[src/hdl/akf_pkg.sv]
package akf_pkg;

    localparam int DATA_W  = 25;
    localparam int WORD_W  = 32;
    localparam int CIDX_W  = 4;
    localparam int MUL_X_W = 41;
    localparam int MUL_Y_W = 33;
    localparam int MUL_A_W = 72;
    localparam int MUL_M_W = 48;
    localparam int MUL_R_W = 49;
    localparam int DEN_W   = 40;
    localparam int DIV_BITS = 62;
    localparam int DIV_CNT_W = 6;

    localparam logic [WORD_W-1:0] RESET_DT = 32'd335544;
    localparam logic [WORD_W-1:0] RESET_QA = 32'd16777;
    localparam logic [WORD_W-1:0] RESET_QG = 32'd83886;
    localparam logic [WORD_W-1:0] RESET_R  = 32'd8388608;
    localparam logic signed [WORD_W-1:0] ONE_Q30 = 32'sh4000_0000;

    typedef enum logic [CIDX_W-1:0] {
        CFG_DT = 4'd0,
        CFG_QA = 4'd1,
        CFG_QG = 4'd2,
        CFG_R  = 4'd3
    } cfg_index_t;

    typedef enum logic [3:0] {
        ST_IDLE,
        ST_RATE,
        ST_PAA,
        ST_PBB,
        ST_QG,
        ST_GAIN_A,
        ST_GAIN_B,
        ST_CAA,
        ST_CAB,
        ST_CBA,
        ST_CBB,
        ST_ANGLE,
        ST_BIAS,
        ST_OUT
    } akf_state_t;

    typedef enum logic [2:0] {
        MP_IDLE,
        MP_LO,
        MP_HI,
        MP_RND,
        MP_SGN
    } mul_phase_t;

    typedef enum logic [1:0] {
        DP_IDLE,
        DP_RUN,
        DP_FIN
    } div_phase_t;

    typedef struct packed {
        logic start;
        logic long_shift;
    } mul_req_t;

    function automatic logic signed [63:0] sx32(input logic signed [31:0] v);
        return {{32{v[31]}}, v};
    endfunction

    function automatic logic signed [63:0] sx49(input logic signed [MUL_R_W-1:0] v);
        return {{(64-MUL_R_W){v[MUL_R_W-1]}}, v};
    endfunction

    function automatic logic signed [31:0] sat32(input logic signed [63:0] v);
        logic signed [31:0] r;
        if (v > 64'sh0000_0000_7FFF_FFFF) begin
            r = 32'sh7FFF_FFFF;
        end else if (v < -64'sh0000_0000_8000_0000) begin
            r = 32'sh8000_0000;
        end else begin
            r = v[31:0];
        end
        return r;
    endfunction

    function automatic logic signed [DATA_W-1:0] sat25(input logic signed [63:0] v);
        logic signed [DATA_W-1:0] r;
        if (v > 64'sh0000_0000_00FF_FFFF) begin
            r = 25'sh0FF_FFFF;
        end else if (v < -64'sh0000_0000_0100_0000) begin
            r = 25'sh100_0000;
        end else begin
            r = v[DATA_W-1:0];
        end
        return r;
    endfunction

endpackage

[src/hdl/akf_mul.sv]
module akf_mul import akf_pkg::*; (
    input  logic                      aclk,
    input  logic                      aresetn,
    input  mul_req_t                  req,
    input  logic signed [MUL_X_W-1:0] x,
    input  logic signed [MUL_Y_W-1:0] y,
    output logic                      done,
    output logic signed [MUL_R_W-1:0] res
);

    mul_phase_t phase_reg, phase_next;

    logic [MUL_X_W-2:0] mx_reg;
    logic [MUL_Y_W-2:0] my_reg;
    logic               neg_reg;
    logic               long_reg;
    logic [MUL_A_W-1:0] acc_reg;
    logic [MUL_M_W-1:0] mag_reg;

    logic [MUL_X_W-1:0] abs_x;
    logic [MUL_Y_W-1:0] abs_y;
    logic [MUL_A_W:0]   rnd_sum;

    assign abs_x = x[MUL_X_W-1] ? MUL_X_W'(-x) : MUL_X_W'(x);
    assign abs_y = y[MUL_Y_W-1] ? MUL_Y_W'(-y) : MUL_Y_W'(y);
    assign rnd_sum = long_reg ? ({1'b0, acc_reg} + ((MUL_A_W+1)'(1) << 29))
                              : ({1'b0, acc_reg} + ((MUL_A_W+1)'(1) << 23));

    always_comb begin
        phase_next = phase_reg;
        unique case (phase_reg)
            MP_IDLE: if (req.start) phase_next = MP_LO;
            MP_LO:   phase_next = MP_HI;
            MP_HI:   phase_next = MP_RND;
            MP_RND:  phase_next = MP_SGN;
            MP_SGN:  phase_next = MP_IDLE;
            default: phase_next = MP_IDLE;
        endcase
    end

    always_comb begin
        done = (phase_reg == MP_SGN);
        res  = neg_reg ? -$signed({1'b0, mag_reg}) : $signed({1'b0, mag_reg});
    end

    always_ff @(posedge aclk) begin
        if (!aresetn) begin
            phase_reg <= MP_IDLE;
        end else begin
            phase_reg <= phase_next;
        end
    end

    always_ff @(posedge aclk) begin
        unique case (phase_reg)
            MP_IDLE: begin
                mx_reg   <= abs_x[MUL_X_W-2:0];
                my_reg   <= abs_y[MUL_Y_W-2:0];
                neg_reg  <= x[MUL_X_W-1] ^ y[MUL_Y_W-1];
                long_reg <= req.long_shift;
            end
            MP_LO: acc_reg <= MUL_A_W'(mx_reg * my_reg[15:0]);
            MP_HI: acc_reg <= acc_reg + (MUL_A_W'(mx_reg * my_reg[31:16]) << 16);
            MP_RND: begin
                if (long_reg) begin
                    mag_reg <= MUL_M_W'(rnd_sum[MUL_A_W:30]);
                end else begin
                    mag_reg <= MUL_M_W'(rnd_sum[MUL_A_W:24]);
                end
            end
            MP_SGN: ;
            default: ;
        endcase
    end

endmodule

[config.mk]
export PLATFORM = sky130hd
export DESIGN_NAME = akf_mul
export DESIGN_NICKNAME = d
export VERILOG_FILES = /design/src/hdl/akf_pkg.sv /design/src/hdl/akf_mul.sv
export SDC_FILE = /design/constraint.sdc
export NUM_CORES = 2
export LEC_CHECK = 0
export ABC_AREA = 1
export BUFFER_PORTS_ARGS = -buffer_cell sky130_fd_sc_hd__buf_2
export CAP_MARGIN = 5
export CORE_MARGIN = 4
export CORE_UTILIZATION = 60
export CTS_CLUSTER_DIAMETER = 40
export DETAILED_ROUTE_END_ITERATION = 10
export GPL_TIMING_DRIVEN = 0
export PLACE_DENSITY_LB_ADDON = 0.2
export SYNTH_ARGS = -nofsm -noshare
export SYNTH_HDL_FRONTEND = slang
export SYNTH_SLANG_ARGS = --single-unit
[constraint.sdc]
create_clock -name aclk -period 7.2 [get_ports aclk]
set_input_delay 0.36 -clock aclk [delete_from_list [all_inputs] [get_ports aclk]]
set_output_delay 0.36 -clock aclk [all_outputs]
set_load 0.02 [all_outputs]
# ---- Word-level counts from Yosys, hierarchy flattened
# Index checks and enable logic that the tools add are counted.
dict set report totals {
  memories 0
  mem_bits_rw 0
  latch_bits 0
  reg_bits 197
  romBits 0
  word_cells 32
}
dict set report classes {
  bitwise_logic 1
  n_addsub 6
  order_cmp 0
  div 0
  shift 0
  n_reduce_logical 2
  multipliers 2
  n_eq_ne 5
  mux 8
}
# operator n
set op_table {}
lappend op_table {{$pmux 72 s2} 1}
lappend op_table {{$mul 40x16->56} 2}
lappend op_table {{$add 72x24->73 const B} 1}
lappend op_table {{$add 72x30->73 const B} 1}
lappend op_table {{$mux 73} 1}
lappend op_table {{$add 72x72->72} 1}
lappend op_table {{$mux 49} 1}
lappend op_table {{$neg 48->49} 1}
lappend op_table {{$mux 43} 1}
lappend op_table {{$mux 40} 1}
lappend op_table {{$neg 40->40} 1}
lappend op_table {{$mux 32} 1}
lappend op_table {{$neg 32->32} 1}
lappend op_table {{$pmux 3 s4} 1}
lappend op_table {{$eq 3x2->1 const B} 2}
lappend op_table {{$eq 3x1->1 const B} 1}
lappend op_table {{$eq 3x3->1 const B} 1}
lappend op_table {{$logic_not 3->1} 1}
lappend op_table {{$mux 3} 1}
lappend op_table {{$ne 2x2->1 const B} 1}
lappend op_table {{$reduce_bool 2->1} 1}
lappend op_table {{$xor 1x1->1} 1}

# ---- Longest topological paths before layout
dict set report depth {
  depth_word 3
  ltp_mapped 41
  ltp_nobuf 40
}

# ---- Worst setup path after synthesis
# Ideal clock, no wire load.
dict set report synth_path {
  path_type {reg-to-reg}
  start {register mx_reg[22]}
  end {register acc_reg[71] (data pin)}
  setup_time_ps 255
  path_slack_ps 482
  path_stages_with_launch 35
  t_arrival_ps 6463
  path_buffers 1
  cell_sequence {edfxtp_1 clkbuf_1 nand2_1 fa_1 inv_1 fa_1 inv_1 fa_1 inv_1 fa_1 fa_1 inv_1 fa_1 inv_1 ha_1 nand2_1 nor2_1 inv_1 nor2_2 inv_1 o21ai_0 nand2_1 nand3_1 xor2_1 ha_1 nand2_1 inv_1 a21boi_0 nand2_1 a21oi_1 nand2_1 nor2_1 nand3_1 nand2_1 nor2_1}
}
dict set report synth_between {
  elab_chain_len 3
}
# item line
set synth_rtl {}
lappend synth_rtl {{start: declaration} akf_mul.sv:13} ;# logic [MUL_X_W-2:0] mx_reg;
lappend synth_rtl {{start signal: assignment} akf_mul.sv:57} ;# mx_reg <= abs_x[MUL_X_W-2:0];
lappend synth_rtl {{$mul 40x16->56} akf_mul.sv:63} ;# MP_HI: acc_reg <= acc_reg + (MUL_A_W'(mx_reg * my_reg[31:16]) << 16);
lappend synth_rtl {{$add 72x72->72} akf_mul.sv:63}
lappend synth_rtl {{$pmux 72 s2} akf_mul.sv:55} ;# unique case (phase_reg)
lappend synth_rtl {{end signal: assignment} akf_mul.sv:62} ;# MP_LO: acc_reg <= MUL_A_W'(mx_reg * my_reg[15:0]);
lappend synth_rtl {{end signal: assignment} akf_mul.sv:63}
lappend synth_rtl {{end: declaration} akf_mul.sv:17} ;# logic [MUL_A_W-1:0] acc_reg;
# No other way between the ends.
# A chain may end at the register's enable or synchronous reset.

# ---- Final worst setup path
dict set report layout_path {
  start {register my_reg[29]}
  end {register acc_reg[67] (data pin)}
}
dict set report layout_between {
  elab_chain_len 3
}
# item line
set layout_rtl {}
lappend layout_rtl {{start: declaration} akf_mul.sv:14} ;# logic [MUL_Y_W-2:0] my_reg;
lappend layout_rtl {{start signal: assignment} akf_mul.sv:58} ;# my_reg <= abs_y[MUL_Y_W-2:0];
lappend layout_rtl {{$mul 40x16->56} akf_mul.sv:63}
lappend layout_rtl {{$add 72x72->72} akf_mul.sv:63}
lappend layout_rtl {{$pmux 72 s2} akf_mul.sv:55}
# No other way between the ends.

==> results.md <==
- The mean post-synth cell area is between 7 and 8 um^2.
- The finished cells cover 69,800 um^2.
- The hold-critical path depth is 1.
- The path class of the lowest-slack min-delay path is primary input to register.
- The maximum level of the CTS H-tree is 4.
- The relative slew slack is roughly 33%.
- The total via count after detailed routing is 57,400.
- Clock tree synthesis selected as its root buffer the cell clkbuf_16.
- The worst hold endpoint is my_reg[0].
- Across every metal layer, demand over resource in global routing totals between 40% and 50%.
- In this run the critical register-to-register path is captured at acc_reg[67].
- The die span in y is between 300 and 400 um.
- The final layout contains 9,852 nets.
- The number of buffers between clock root and the deepest sink is 2.
- The dominant cell type by count on the critical path is fa_1.
- STA classifies the critical path endpoint as a register.
- On the worst path, the slowest cell contributes a delay of 0.58 ns.
- The worst reg2reg path startpoint is my_reg[29].
- The number of flip-flops under the largest register name is 56.
- After filler insertion, the fill cell instance count of the layout stands at approximately 7,500.
- For this run, the top clock speed supported by timing is approximately 0.13 GHz.
- The run finished, with violations left.
- By count the netlist is led by nand2_1 (2,296), inv_1 (1,968), fa_1 (1,060).
- The critical path in this run is classified as register to register.
- The register bit total from synthesis is 181.
- Input and output buffers added on the ports amount to between 100 and 150.
- Of all flip-flops after synthesis, the portion carrying an async set or reset was 0%.
- The first global-routing pass estimated 349 mm of wire.
- The floorplan die width is roughly 320 um.
- The remaining design rule violation count is 0.
- The total overflow left after global routing is 0.
- At the worst endpoint, the required time is 7.50 ns.
- Relative to the synthesized area, the layout overhead comes to 20.7%.
- Once the floorplan was initialized, standard cells occupied 60.7% of the core.
- The clock tree from TritonCTS is done.
- The maximum number of pins on one net before global-route repair is 41.
- After synthesis, the largest area contributor takes up 36.7% of total cell area.
- The weighted congestion reported at the end of routability-driven placement is between 1 and 1.5.
- The final worst-path setup slack is -0.573 ns.
- Of all nets on the critical path, the largest fanout is 10.
- The number of sinks driven by the clock tree is between 150 and 200.
- The number of buffers inserted during clock tree synthesis is 17.
- The smallest clock period supported by the final layout is computed as roughly 8 ns.
- At the pin with the least slew margin, the transition time is 1.01 ns.
- The largest area contributor in the synthesized netlist is fa_1.
- Summing the sequential cell areas from Yosys gives around a tenth of the chip area.
- The worst register-to-register path has a depth of 33.
- The dominant synthesized flop cell is edfxtp_1.
- The layout cell share with drive strength beyond 1 is 18.1%.
- The initial antenna violation count is 7.
- The total nets after synthesis is 9,399.
- The placeable core region is 95,300 um^2.
- During synthesis, Yosys emitted a total of 0 warnings.
- Setup repair after global routing could not meet its margin everywhere.
- The clock latency on the worst-skew pair is 0.54 ns.
- The count of unique library cells instantiated by Yosys is 59.
- Data arrives at the worst endpoint at slightly above 8 ns.
- The max capacitance violation total is 0.
- The synthesized design contains ~180 enable-type register cells.
- The number of search-and-repair iterations in the first detailed-routing pass is 8.
- The final critical-path share of the clock period is 108%.
- The post-placement cell area is 60,100 um^2.
- The final worst clock skew is 0.0297 ns.
- Clock-pin slew was measured on the worst setup and hold paths at 0.10 ns.
- For this block, the initial DRC count from the detailed router was 7,570.
- The final reports fail on setup timing.
- The worst hold path begins at y[0].
- The cell with the most instances after synthesis is nand2_1.
- The wire-length estimate of the detail-placed layout is 190 mm.
- The final max-slew violation count came to 0.
- In the post-synthesis netlist, the biggest area contributors are fa_1 (37%), nand2_1 (15%), inv_1 (13%), edfxtp_1 (9.2%), ha_1 (6.8%).
- The die covers 101,000 um^2.
- Using the TritonRoute via totals, the vias-per-cell ratio works out to 5.93.
- The number of hold-slack violations in the final timing report is 0.
- In this run the register-to-register setup slack is -0.57 ns.
- The placement row count is 113.
- The count of final setup violators is 42.
- The number of cells produced by synthesis is about 8,000.
- The routed length per instance is 25.1 um.
- The area of the mapped netlist is between 50,000 and 60,000 um^2.
- For this design, the slowest cell found on the critical path is fa_1.
- The total length of routed wires is 243 mm.
- For this design the top-level I/O count stands at 128.
- In this run the remaining antenna-violating nets after routing total 0.
- The number of global-route vias before repair came to 57,300.
- The startpoint kind of the worst setup timing path is a register.
-- layout make-up --
type / instances / area [um^2] / area share (%)
Tap cell: 1265 / 1580 / 2.27
Antenna cell: 5 / 12.5 / 0.0179
Inverter: 1983 / 7450 / 10.7
Clock buffer: 17 / 425 / 0.610
Clock inverter: 15 / 211 / 0.303
Buffer: 276 / 2640 / 3.78
Multi-Input combinational cell: 5501 / 48700 / 69.8
Timing Repair Buffer: 438 / 3350 / 4.80
Sequential cell: 181 / 5410 / 7.75
-- worst max-delay path, delay by kind of cell, from the launching register on --
family | cells | cell delay (ns)
AO/OA/AOI/OAI | 3 | 0.28
XOR/XNOR | 1 | 0.34
adder cells (fa/ha/maj) | 8 | 3.65
buffers and inverters | 8 | 1.06
flip-flops | 1 | 0.43
AND/OR/NAND/NOR | 13 | 1.78
-- layer usage --
layer | up-vias | routed length, um | GRT usage, %
met2 | 4267 | 99700 | 66.7
li1 | 24300 | - | -
met5 | - | 902 | 2.84
met1 | 27500 | 82600 | 57.6
met3 | 1330 | 37900 | 19.0
met4 | 20 | 21900 | 30.4
-- what timing repair did --
action,4_1_cts,5_1_grt
endpoints found under the setup margin,47,48
cloned,1,1
pin swaps,145,179
buffers inserted,201,103
resized for setup,1139,547
endpoints found under the hold margin,1,0
hold buffers,1,0
-- per-stage QoR --
stage / std cells / hold slack [ns] / setup WS, ns / util, % / setup TNS, ns
after floorplan: 7945 / 0.446 / 0.482 / - / 0
after global placement: 9337 / 0.467 / -2.28 / 63.0 / -77.67
after detailed placement: 9341 / 0.530 / -2.18 / 63.1 / -75.65
after CTS: 9576 / 0.0257 / -0.199 / 70.3 / -2.94
after global routing: 9676 / 0.0360 / -0.673 / 73.2 / -19.84
final: 9681 / 0.0465 / -0.573 / 73.2 / -14.73
-- cell usage in the layout (no fill, tap or decap), types with 23 or more instances in the layout --
| cell | instances |
|---|---|
| nor3_2 | 24 |
| nand2_1 | 2145 |
| a21oi_2 | 70 |
| nor2_4 | 84 |
| o21ai_2 | 46 |
| clkbuf_8 | 45 |
| a21oi_1 | 161 |
| ha_1 | 237 |
| o21ai_0 | 134 |
| nand3_2 | 30 |
| nand2_2 | 115 |
| buf_4 | 271 |
| o21ai_1 | 37 |
| a21oi_4 | 47 |
| nor2_2 | 92 |
| xor2_1 | 152 |
| clkbuf_1 | 90 |
| fa_1 | 1030 |
| nand3_1 | 203 |
| clkbuf_4 | 24 |
| xor2_4 | 23 |
| nor3_1 | 40 |
| edfxtp_1 | 178 |
| buf_2 | 138 |
| clkbuf_2 | 26 |
| xnor2_1 | 34 |
| inv_2 | 88 |
| buf_6 | 33 |
| nand2_4 | 51 |
| clkbuf_16 | 49 |
| ha_4 | 79 |
| inv_1 | 1890 |
| nor2_1 | 387 |
| nand4_1 | 53 |
| fa_2 | 30 |
-- kinds of logic after synthesis --
family	count (synthesis)	share of synthesized area, %
muxes	3	0.0520
xor gates and xnor gates	230	3.49
buffers and inverters	2263	14.7
DFF	181	9.35
adders and majority gates	1376	43.6
and+or+nand+nor	3304	23.3
AOI/OAI and AO/OA	588	5.54
-- worst max-delay path by stage --
| stage | slack [ns] | startpoint | endpoint | cells after the start |
|---|---|---|---|---|
| 2_1_floorplan | 0.48 | mx_reg[22] | acc_reg[71] | 34 |
| 3_3_place_gp | -2.28 | mx_reg[25] | acc_reg[60] | 31 |
| 3_5_place_dp | -2.18 | mx_reg[25] | acc_reg[60] | 31 |
| 4_1_cts | -0.20 | mx_reg[20] | acc_reg[67] | 32 |
| 5_1_grt | -0.67 | my_reg[20] | acc_reg[67] | 36 |
| 6_report | -0.57 | my_reg[29] | acc_reg[67] | 33 |
Power is not shown: default switching activity piles up to over one toggle a cycle in this logic, so the estimate is an artifact.
