<file path="src/hdl/akf_pkg.sv">
package akf_pkg;

    localparam int DATA_W  = 25;
    localparam int WORD_W  = 32;
    localparam int CIDX_W  = 4;
    localparam int MUL_X_W = 41;
    localparam int MUL_Y_W = 33;
    localparam int MUL_A_W = 72;
    localparam int MUL_M_W = 48;
    localparam int MUL_R_W = 49;
    localparam int DEN_W   = 40;
    localparam int DIV_BITS = 62;
    localparam int DIV_CNT_W = 6;

    localparam logic [WORD_W-1:0] RESET_DT = 32'd335544;
    localparam logic [WORD_W-1:0] RESET_QA = 32'd16777;
    localparam logic [WORD_W-1:0] RESET_QG = 32'd83886;
    localparam logic [WORD_W-1:0] RESET_R  = 32'd8388608;
    localparam logic signed [WORD_W-1:0] ONE_Q30 = 32'sh4000_0000;

    typedef enum logic [CIDX_W-1:0] {
        CFG_DT = 4'd0,
        CFG_QA = 4'd1,
        CFG_QG = 4'd2,
        CFG_R  = 4'd3
    } cfg_index_t;

    typedef enum logic [3:0] {
        ST_IDLE,
        ST_RATE,
        ST_PAA,
        ST_PBB,
        ST_QG,
        ST_GAIN_A,
        ST_GAIN_B,
        ST_CAA,
        ST_CAB,
        ST_CBA,
        ST_CBB,
        ST_ANGLE,
        ST_BIAS,
        ST_OUT
    } akf_state_t;

    typedef enum logic [2:0] {
        MP_IDLE,
        MP_LO,
        MP_HI,
        MP_RND,
        MP_SGN
    } mul_phase_t;

    typedef enum logic [1:0] {
        DP_IDLE,
        DP_RUN,
        DP_FIN
    } div_phase_t;

    typedef struct packed {
        logic start;
        logic long_shift;
    } mul_req_t;

    function automatic logic signed [63:0] sx32(input logic signed [31:0] v);
        return {{32{v[31]}}, v};
    endfunction

    function automatic logic signed [63:0] sx49(input logic signed [MUL_R_W-1:0] v);
        return {{(64-MUL_R_W){v[MUL_R_W-1]}}, v};
    endfunction

    function automatic logic signed [31:0] sat32(input logic signed [63:0] v);
        logic signed [31:0] r;
        if (v > 64'sh0000_0000_7FFF_FFFF) begin
            r = 32'sh7FFF_FFFF;
        end else if (v < -64'sh0000_0000_8000_0000) begin
            r = 32'sh8000_0000;
        end else begin
            r = v[31:0];
        end
        return r;
    endfunction

    function automatic logic signed [DATA_W-1:0] sat25(input logic signed [63:0] v);
        logic signed [DATA_W-1:0] r;
        if (v > 64'sh0000_0000_00FF_FFFF) begin
            r = 25'sh0FF_FFFF;
        end else if (v < -64'sh0000_0000_0100_0000) begin
            r = 25'sh100_0000;
        end else begin
            r = v[DATA_W-1:0];
        end
        return r;
    endfunction

endpackage

</file>
<file path="src/hdl/akf_div.sv">
module akf_div import akf_pkg::*; (
    input  logic                     aclk,
    input  logic                     aresetn,
    input  logic                     start,
    input  logic signed [WORD_W-1:0] num,
    input  logic [DEN_W-1:0]         den,
    output logic                     done,
    output logic signed [WORD_W-1:0] quo
);

    div_phase_t phase_reg, phase_next;

    logic [DIV_BITS-1:0]  dvd_reg;
    logic [DEN_W-1:0]     rem_reg;
    logic [DEN_W-1:0]     den_reg;
    logic [DIV_CNT_W-1:0] cnt_reg;
    logic                 neg_reg;

    logic [WORD_W-1:0] abs_num;
    logic [DEN_W:0]    trial;
    logic              fits;

    assign abs_num = num[WORD_W-1] ? WORD_W'(-num) : WORD_W'(num);
    assign trial   = {rem_reg, dvd_reg[DIV_BITS-1]};
    assign fits    = (trial >= {1'b0, den_reg});

    always_comb begin
        phase_next = phase_reg;
        unique case (phase_reg)
            DP_IDLE: if (start) phase_next = DP_RUN;
            DP_RUN:  if (cnt_reg == DIV_CNT_W'(DIV_BITS-1)) phase_next = DP_FIN;
            DP_FIN:  phase_next = DP_IDLE;
            default: phase_next = DP_IDLE;
        endcase
    end

    always_comb begin
        done = (phase_reg == DP_FIN);
        if (neg_reg) begin
            if (dvd_reg > DIV_BITS'(64'h8000_0000)) begin
                quo = 32'sh8000_0000;
            end else begin
                quo = -$signed(dvd_reg[WORD_W-1:0]);
            end
        end else begin
            if (dvd_reg > DIV_BITS'(64'h7FFF_FFFF)) begin
                quo = 32'sh7FFF_FFFF;
            end else begin
                quo = $signed(dvd_reg[WORD_W-1:0]);
            end
        end
    end

    always_ff @(posedge aclk) begin
        if (!aresetn) begin
            phase_reg <= DP_IDLE;
        end else begin
            phase_reg <= phase_next;
        end
    end

    always_ff @(posedge aclk) begin
        unique case (phase_reg)
            DP_IDLE: begin
                dvd_reg <= {abs_num, 30'd0};
                rem_reg <= '0;
                den_reg <= den;
                cnt_reg <= '0;
                neg_reg <= num[WORD_W-1];
            end
            DP_RUN: begin
                rem_reg <= fits ? DEN_W'(trial - {1'b0, den_reg}) : trial[DEN_W-1:0];
                dvd_reg <= {dvd_reg[DIV_BITS-2:0], fits};
                cnt_reg <= cnt_reg + 1'b1;
            end
            DP_FIN: ;
            default: ;
        endcase
    end

endmodule

</file>
<file path="config.mk">
export PLATFORM = sky130hd
export DESIGN_NAME = akf_div
export DESIGN_NICKNAME = d
export VERILOG_FILES = /design/src/hdl/akf_pkg.sv /design/src/hdl/akf_div.sv
export SDC_FILE = /design/constraint.sdc
export NUM_CORES = 1
export LEC_CHECK = 0
export BUFFER_PORTS_ARGS = -buffer_cell sky130_fd_sc_hd__buf_4
export CAP_MARGIN = 15
export CORE_ASPECT_RATIO = 0.5
export CORE_MARGIN = 4
export CORE_UTILIZATION = 40
export CTS_BUF_LIST = sky130_fd_sc_hd__clkbuf_4
export CTS_CLUSTER_SIZE = 10
export DETAILED_ROUTE_END_ITERATION = 8
export SYNTH_ARGS = -nofsm -noshare
export SYNTH_HDL_FRONTEND = slang
export SYNTH_SLANG_ARGS = --single-unit
</file>
<file path="constraint.sdc">
create_clock -name aclk -period 3.7 [get_ports aclk]
set_input_delay 0.74 -clock aclk [delete_from_list [all_inputs] [get_ports aclk]]
set_output_delay 0.74 -clock aclk [all_outputs]
set_load 0.05 [all_outputs]
</file>
# == Yosys cells after proc, flatten, opt, wreduce, memory -nomap -nowiden ==
# Cells that the tools add are included.
# totals
register_bits,151
inputBits,75
output_inout_bits,33
word_cells,32
# op_classes
n_reduce_logical,3
eq_ne,5
n_addsub,4
n_lt_le_gt_ge,3
muxes,11
# op_table
operator,count
$mux W32,4
$pmux W62 S2,1
$pmux W40 S2,1
$neg A32 Y32,2
$gt A62 B31 Y1 const B,1
$gt A62 B32 Y1 const B,1
$ge A41 B40 Y1,1
$mux W40,1
$sub A40 B40 Y40,1
$pmux W6 S2,1
$add A6 B1 Y6 const B,1
$eq A6 B6 Y1 const B,1
$mux W2,2
$ne A2 B2 Y1 const B,2
$pmux W2 S2,1
$eq A2 B1 Y1 const B,1
$eq A2 B2 Y1 const B,1
$logic_not A2 Y1,1
$reduce_and A2 Y1,1
$reduce_bool A2 Y1,1

# == Logic depth before layout (Yosys ltp) ==
# Gate-level depths: netlist of the first run.
# depth
ltp_word,3
depth_mapped,14

# == Least setup slack after synthesis of the first run ==
# OpenSTA, ideal clock, no wires.
# synth_timing
path_type,flip-flop to output port
from,register dvd_reg[1]
to,output port quo[12]
arrival_time_ns,4.330
path_slack_ns,-1.370
n_path_buf,1
t_required_ns,2.960
stages_incl_launch_ff,11
cell_sequence,edfxtp_1 inv_1 ha_1 or3b_1 or4_4 nor2_1 nand4_1 o21ai_2 nand3_1 clkbuf_1 o311ai_0
# synth_between
elab_chain_len,3
# synth_rtl
element,line_no,text
"start, declared",akf_div.sv:13,logic [DIV_BITS-1:0] dvd_reg;
"start signal, assigned",akf_div.sv:65,"dvd_reg <= {abs_num, 30'd0};"
"start signal, assigned",akf_div.sv:73,"dvd_reg <= {dvd_reg[DIV_BITS-2:0], fits};"
"$gt A62 B31 Y1, or another cell as far along",akf_div.sv:46,if (dvd_reg > DIV_BITS'(64'h7FFF_FFFF)) begin
$mux W32 (on tied branches),"akf_div.sv:46, akf_div.sv:40",
$mux W32 *,akf_div.sv:39,if (neg_reg) begin
"end, declared",akf_div.sv:8,output logic signed [WORD_W-1:0] quo
# Mark *: on every way between the ends. The rest lies on a longest branch, timed or not.

# == Worst setup path in the final report of the first run ==
# layout_timing
from,register dvd_reg[1]
to,output port quo[24]
# Same word-level chain as after synthesis.

==> results of run 1 <==
cell type report:
class | count | area (um2) | share of cell area
antenna | 2 | 5.00 | 0.000388
clock buffer | 19 | 143 | 0.0111
clock inverter | 13 | 178 | 0.0138
inverter | 69 | 263 | 0.0204
multi-input combinational | 802 | 5670 | 0.440
sequential | 151 | 4510 | 0.350
tap | 336 | 420 | 0.0326
timing repair buffer | 190 | 1710 | 0.132
per-stage QoR:
stage | area, um2 | TNS [ns] | power, mW | setup slack [ns] | utilization
5_1_grt | 12900 | -29.29 | 4.02 | -1.07 | 0.531
6_report | 12900 | -22.15 | 3.82 | -0.853 | 0.531
3_5_place_dp | 12100 | -0.698 | 2.65 | -0.268 | 0.498
2_1_floorplan | 10500 | -1.76 | 2.43 | -0.225 | -
3_3_place_gp | 12100 | -0.276 | 2.64 | -0.166 | 0.498
4_1_cts | 12900 | -22.05 | 3.87 | -0.906 | 0.530
what timing repair did:
item / 4_1_cts / 5_1_grt
endpoints found under the setup margin: 33 / 52
pin swaps: 16 / 18
resized for setup: 77 / 23
gates cloned: 2 / 0
buffers inserted: 11 / 5
placed cells by master (no fill, tap or decap), types with 7 or more instances in the layout:
| master | instances |
|---|---|
| nand4_1 | 12 |
| o21ai_0 | 85 |
| a21oi_1 | 72 |
| or3_4 | 7 |
| nor4_1 | 15 |
| nand3_1 | 17 |
| clkbuf_4 | 19 |
| edfxtp_1 | 149 |
| and3_1 | 14 |
| xor2_1 | 42 |
| nor3_1 | 18 |
| nor2b_1 | 14 |
| a31oi_1 | 7 |
| and2_1 | 28 |
| or3_1 | 12 |
| nor2_1 | 55 |
| buf_6 | 40 |
| o21bai_1 | 9 |
| inv_1 | 66 |
| buf_4 | 138 |
| ha_1 | 43 |
| o31ai_1 | 9 |
| nand2_1 | 152 |
| buf_12 | 8 |
| xnor2_1 | 21 |
| o311ai_4 | 24 |
| a21o_1 | 26 |
cell usage after synthesis (9+ instances only):
cell,instances
and2_1,28
nand2_1,158
a21o_1,26
nand3_1,22
nor2_1,59
or3_1,19
edfxtp_1,149
ha_1,44
inv_1,69
nor2b_1,15
a21oi_1,72
xnor2_1,21
clkbuf_1,41
nor4_1,16
o311ai_0,27
o21ai_0,91
o31ai_1,9
xor2_1,42
and3_1,15
nand4_1,12
nor3_1,21
o21bai_1,9
where the power goes:
group	switching [mW]	internal [mW]	total, mW
Sequential	0.0453	1.96	2.01
Clock	0.635	0.546	1.18
Combinational	0.373	0.261	0.634
logic make-up (layout without fill, tap and decap cells):
family                     Yosys count  count (layout)  synth area share
AOI/OAI and AO/OA                  296             296             0.192
xor gates and xnor gates            63              63            0.0552
DFF                                151             151             0.452
buffers and inverters              119             291            0.0477
and+or+nand+nor                    395             395             0.193
other                                0               2                 0
adders and majority gates           45              45            0.0571
muxes                                3               3           0.00313
layer usage:
metal	global-route usage	vias to the layer above	wire length, um
li1	-	4258	-
met1	0.264	4157	12700
met2	0.316	162	12400
met3	0.0510	32	1020
met4	0.0492	0	426
met5	0	-	0
worst max-delay path, delay by kind of cell, from the launching register on:
kind / cells / cell delay [ns]
compound gates: 2 / 0.53
flops: 1 / 0.44
simple gates: 5 / 1.33
fa+ha+maj: 1 / 0.12
buf+inv: 5 / 0.78
final timing paths:
check | cells after the start | to | from
max | 13 | quo[24] | dvd_reg[1]
min | 1 | den_reg[2] | den[2]
max reg2reg | 12 | rem_reg[19] | rem_reg[9]
min reg2reg | 2 | dvd_reg[52] | dvd_reg[51]
==> summary.txt, run 1 <==
Detailed routing
  – Pre-antenna DRT Iters: 5
  – First DRT Iteration DRCs: around 620
  – Antenna violation net count after detailed routing: 0
  – WL final: 26.5 mm
  – Vias/cell: approximately 5.4
  – Via count: approximately 8,600
  – DRC: 0
  – Post-DR wirelength/cell: between 15 and 20 um

Timing
  – Relative slew slack: 0.354
  – Final number of setup-violating endpoints: 32
  – Share of the clock period used by the worst path: 1.23
  – Min Clock Period, post-route: approximately 4.6 ns
  – Number of max-slew violations in the final report: 0
  – F_max: 220 MHz
  – Final Hold Vio Count: 0
  – Hold Slack: ~0.28 ns
  – Measured slew at the worst slew-check pin: about 0.97 ns
  – Clock skew: around 0.036 ns
  – Worst Setup Slack, final: -0.853 ns
  – RSZ-0062 raised after global routing: true

Setup path
  – Worst reg2reg setup slack: around 0.13 ns
  – Req. time, crit path: between 2 and 3 ns
  – CP cell instances: inv_2 > ha_4 > or3b_4 > or4_4 > nor2_4 > nand4_1 > o21ai_4 > buf_6 > nand3_4 > buf_12 > buf_12 > o311ai_4 > buf_6
  – WS Path Type: register to output pin
  – Critical path's slowest cell: or4_4
  – CP Max Fanout: 7
  – CP Capture Type: output pin
  – Crit path DAT: 3.81 ns
  – Critical path's largest stage delay: around 0.45 ns
  – Startpoint Class: register

Final layout
  – Layout cell share with drive strength beyond 1: 0.245
  – Layout fillers: 2,185
  – Max reg flops: 62
  – P&R area growth vs syn: 29.0%
  – Non-filler cells, final: about 1,600
  – Fin nets: 1,351

Pwr
  – Peak VDD IR: ~0.18 mV
  – Leakage: about 5.3 nW
  – PD cells: just under 300 nW/um2

Clock network
  – Clock insertion delay at the later pin of the skew report: about 0.63 ns
  – Clock Pin Slew Worst Setup and Hold Paths: 0.16 ns
  – Hold buffer count at cts: 0
  – Root Buffer: clkbuf_4
  – H-tree depth: 4
  – Num CTS Buffers: 17
  – CTS tree: built
  – Sinks on the clock net: roughly 150
  – Longest Clk Path Bufs: 2

Job
  – Max_cap viols: 0

Global routing
  – First-pass GRT wire length: between 40 and 50 mm
  – GRT Residual Overflow: 0
  – Largest net degree at the start of global routing: 63
  – Total track usage: 0.196
  – Vias in the first global route: approximately 8,700
  – Initial antenna violation count: 2

Synthesis
  – Asr flop ratio synth: 0
  – Share of the synthesized area in the top cell type: 0.448
  – Synth unique cells: 74
  – Post-synthesis sequential area ratio: 0.452
  – Mean Syn Cell Area: 9.33 um2
  – Synth area leaders: edfxtp_1 (45%), nand2_1 (5.9%), ha_1 (5.5%)
  – Synthesized area: around 10000 um2
  – Syn nets: about 1,200
  – Number of enable flip-flop cells after synthesis: roughly 150
  – Area leader, netlist: edfxtp_1
  – YS warnings: 0
  – #FFs+latches synth: between 150 and 200
  – Cell count after synthesis: approximately 1,100
  – Most used DFF post-synth: edfxtp_1

Die
  – Die area: between 20,000 and 30,000 um2
  – Ports: roughly 110
  – Die Span X: between 200 and 250 um
  – Site Rows: 40
  – Core area: between 20,000 and 25,000 um2
  – Initial core utilization: 0.412
  – Die Span Y: between 100 and 150 um

Placed design
  – DP Wirelength: about 19 mm
  – DP Cell Count: 1,534
  – Input/output buffers: 107
  – GPL Wtd Cong: 0.912

Status
  – Failing checks: negative setup slack
  – Status: complete, but fails checks

Worst hold path
  – Worst hold path class: input port to register
Note: power is estimated with default switching activity, not from simulation.
==> run 2, diff against run 1 <==
CTS_BUF_LIST = sky130_fd_sc_hd__clkbuf_16   (was sky130_fd_sc_hd__clkbuf_4)
==> run 2 against run 1 <==
The flow still finishes with violations (negative setup slack). Sequential share of layout area shrank 0.73 points. Die area stayed put. Design area rose by 2.1%. Routed wire length increased by 0.43%. Critical endpoint unchanged. Largest power group unchanged. Non-clock buffer count shrank 1. Sequential power about the same. Clock skew is 0.025 ns lower.
==> summary.txt, run 2 (synthesis gave the netlist of run 1 again) <==
Die
  – Core area: 24,300 um2 (unchanged)
  – Die area: 27,700 um2 (unchanged)
  – Site Rows: 40 (unchanged)
  – Ports: 108 (unchanged)
  – Die Span X: 232 um (unchanged)
  – Initial core utilization: 0.412 (unchanged)
  – Die Span Y: 120 um (unchanged)

Worst hold path
  – Hold path cells: 1 (unchanged)
  – Hold EP: den_reg[7]
  – Worst hold path class: input port to register
  – Hold Startpoint: den[7]

Placed design
  – Post-Place Setup Slack: -0.268 ns (unchanged)
  – DP Cell Count: 1,534 (unchanged)
  – Input/output buffers: 107 (unchanged)
  – DP Wirelength: 19.0 mm (unchanged)
  – GPL Wtd Cong: 0.912 (unchanged)

Global routing
  – Vias in the first global route: 8,669 (-0.21%)
  – GRT Residual Overflow: 0 (unchanged)
  – Largest net degree at the start of global routing: 63 (unchanged)
  – Total track usage: 0.196 (+0.000869)
  – First-pass GRT wire length: 44.2 mm (+0.30%)
  – Initial antenna violation count: 0 (-2)

Detailed routing
  – DRC: 0 (unchanged)
  – Via count: 8,572 (-0.43%)
  – Vias/cell: 5.43 (-0.24%)
  – WL final: 26.6 mm (+0.43%)
  – Post-DR wirelength/cell: 16.9 um (+0.62%)
  – Antenna violation net count after detailed routing: 0 (unchanged)
  – Pre-antenna DRT Iters: 5 (unchanged)
  – First DRT Iteration DRCs: 713 (+15%)

Clock network
  – Clock Pin Slew Worst Setup and Hold Paths: 0.06 ns (-0.10 ns)
  – H-tree depth: 4 (unchanged)
  – Sinks on the clock net: 151 (unchanged)
  – CTS tree: built
  – Num CTS Buffers: 17 (unchanged)
  – Hold buffer count at cts: 0 (unchanged)
  – Clock insertion delay at the later pin of the skew report: 0.45 ns (-0.18 ns)
  – Root Buffer: clkbuf_16
  – Longest Clk Path Bufs: 2 (unchanged)

Pwr
  – Total Power: 4.49 mW (+17%)
  – Leakage: 5.45 nW (+2.3%)
  – PD cells: 341 nW/um2 (+15%)
  – Peak VDD IR: 0.313 mV (+76%)

Timing
  – Min Clock Period, post-route: 4.34 ns (-0.210 ns)
  – Measured slew at the worst slew-check pin: 0.948 ns (-0.0185 ns)
  – Final Hold Vio Count: 0 (unchanged)
  – Worst Setup Slack, final: -0.642 ns (+0.210 ns)
  – Number of max-slew violations in the final report: 0 (unchanged)
  – Clock skew: 0.0110 ns (-0.0247 ns)
  – Share of the clock period used by the worst path: 1.17 (-0.0569)
  – F_max: 230 MHz (+4.8%)
  – Final number of setup-violating endpoints: 31 (-3.1%)
  – Relative slew slack: 0.367 (+0.0124)
  – RSZ-0062 raised after global routing: true

Final layout
  – Max reg flops: 62 (unchanged)
  – Diodes inserted: 0 (-2)
  – Most common cell after layout, fill and taps aside: nand2_1
  – P&R area growth vs syn: 31.8%
  – Fin nets: 1,350 (-0.074%)
  – Most frequent cells in the layout: nand2_1 (152), edfxtp_1 (149), buf_4 (136), o21ai_0 (85), a21oi_1 (72)
  – Layout fillers: 2,154 (-1.4%)
  – Layout cell share with drive strength beyond 1: 0.242 (-0.00302)
  – Register Area: 4510 um2 (unchanged)
  – Non-filler cells, final: 1,579 (-0.19%)
  – Final Core Density: 0.543 (+0.0114)
  – Area of the multi-input gates: 5660 um2 (about the same)

Setup path
  – FF-to-FF Start: rem_reg[9]
  – WS Path Type: register to output pin
  – CP Capture Type: output pin
  – Worst reg2reg setup slack: 0.18 ns (+0.05 ns)
  – Req. time, crit path: 2.96 ns (about the same)
  – Reg2Reg Capture Point: rem_reg[23]
  – Startpoint Class: register
  – CP Max Fanout: 7 (unchanged)
  – R2R depth: 12 (unchanged)
  – Crit path DAT: 3.60 ns (-0.21 ns)

Status
  – Status: complete, but fails checks
  – Failing checks: negative setup slack

Job
  – Max_cap viols: 0 (unchanged)
[run 2: cell count changes in the layout (fill, tap and decap cells not counted), sizes merged]
cell and change:
inv +2, clkbuf -2, diode -2, buf -1
[run 2: how the worst max path moves through the flow]
stage / from / endpoint / slack [ns] / depth (start not counted)
6_report: dvd_reg[1] / quo[24] / -0.64 / 13
5_1_grt: dvd_reg[0] / quo[28] / -0.82 / 12
4_1_cts: dvd_reg[0] / quo[28] / -0.69 / 12
3_5_place_dp: dvd_reg[0] / quo[28] / -0.27 / 12
3_3_place_gp: dvd_reg[0] / quo[28] / -0.17 / 12
2_1_floorplan: dvd_reg[0] / quo[28] / -0.23 / 11
[run 2: what timing repair did]
item | in CTS | in global routing
gates cloned | 2 | 0
setup buffers | 10 | 5
endpoints found under the setup margin | 32 | 51
resized for setup | 75 | 25
pin swaps | 14 | 20
[run 2: per-layer routing]
layer  GRT usage  routed length, um  vias to the layer above
met5           0                  0                        -
li1            -                  -                     4256
met2       0.314              12500                      157
met4      0.0571                401                        0
met3      0.0491               1050                       29
met1       0.265              12700                     4130
[run 2: final cells by class]
class	count	share of cell area
Tap cell	336	0.0319
Sequential cell	151	0.343
Timing Repair Buffer	189	0.129
Inverter	69	0.0199
Multi-Input combinational cell	802	0.430
Clock buffer	17	0.0323
Clock inverter	15	0.0141
[run 2: worst max-delay path, cell delays in order, from the launching register on]
cell and delay, ns:
edfxtp_1 0.41, inv_2 0.10, ha_4 0.12, or3b_4 0.37, or4_4 0.46, nor2_4 0.14
nand4_1 0.20, o21ai_4 0.26, buf_6 0.13, nand3_4 0.16, buf_12 0.19, buf_12 0.14
o311ai_4 0.26, buf_6 0.21
[run 2: per-stage QoR]
| step | cell area (um2) | hold slack, ns | TNS (ns) |
|---|---|---|---|
| final | 13200 | 0.471 | -16.06 |
| after global routing | 13200 | 0.434 | -21.61 |
| after CTS | 13100 | 0.438 | -15.28 |
| after detailed placement | 12100 | 0.543 | -0.698 |
| after global placement | 12100 | 0.538 | -0.276 |
| after floorplan | 10500 | 0.521 | -1.76 |
[run 2: where the power goes]
group,switching (mW),internal [mW],leakage (nW)
registers,0.0451,1.97,1.72
logic,0.373,0.261,3.43
clock network,0.723,1.12,0.297
total,1.14,3.35,5.45
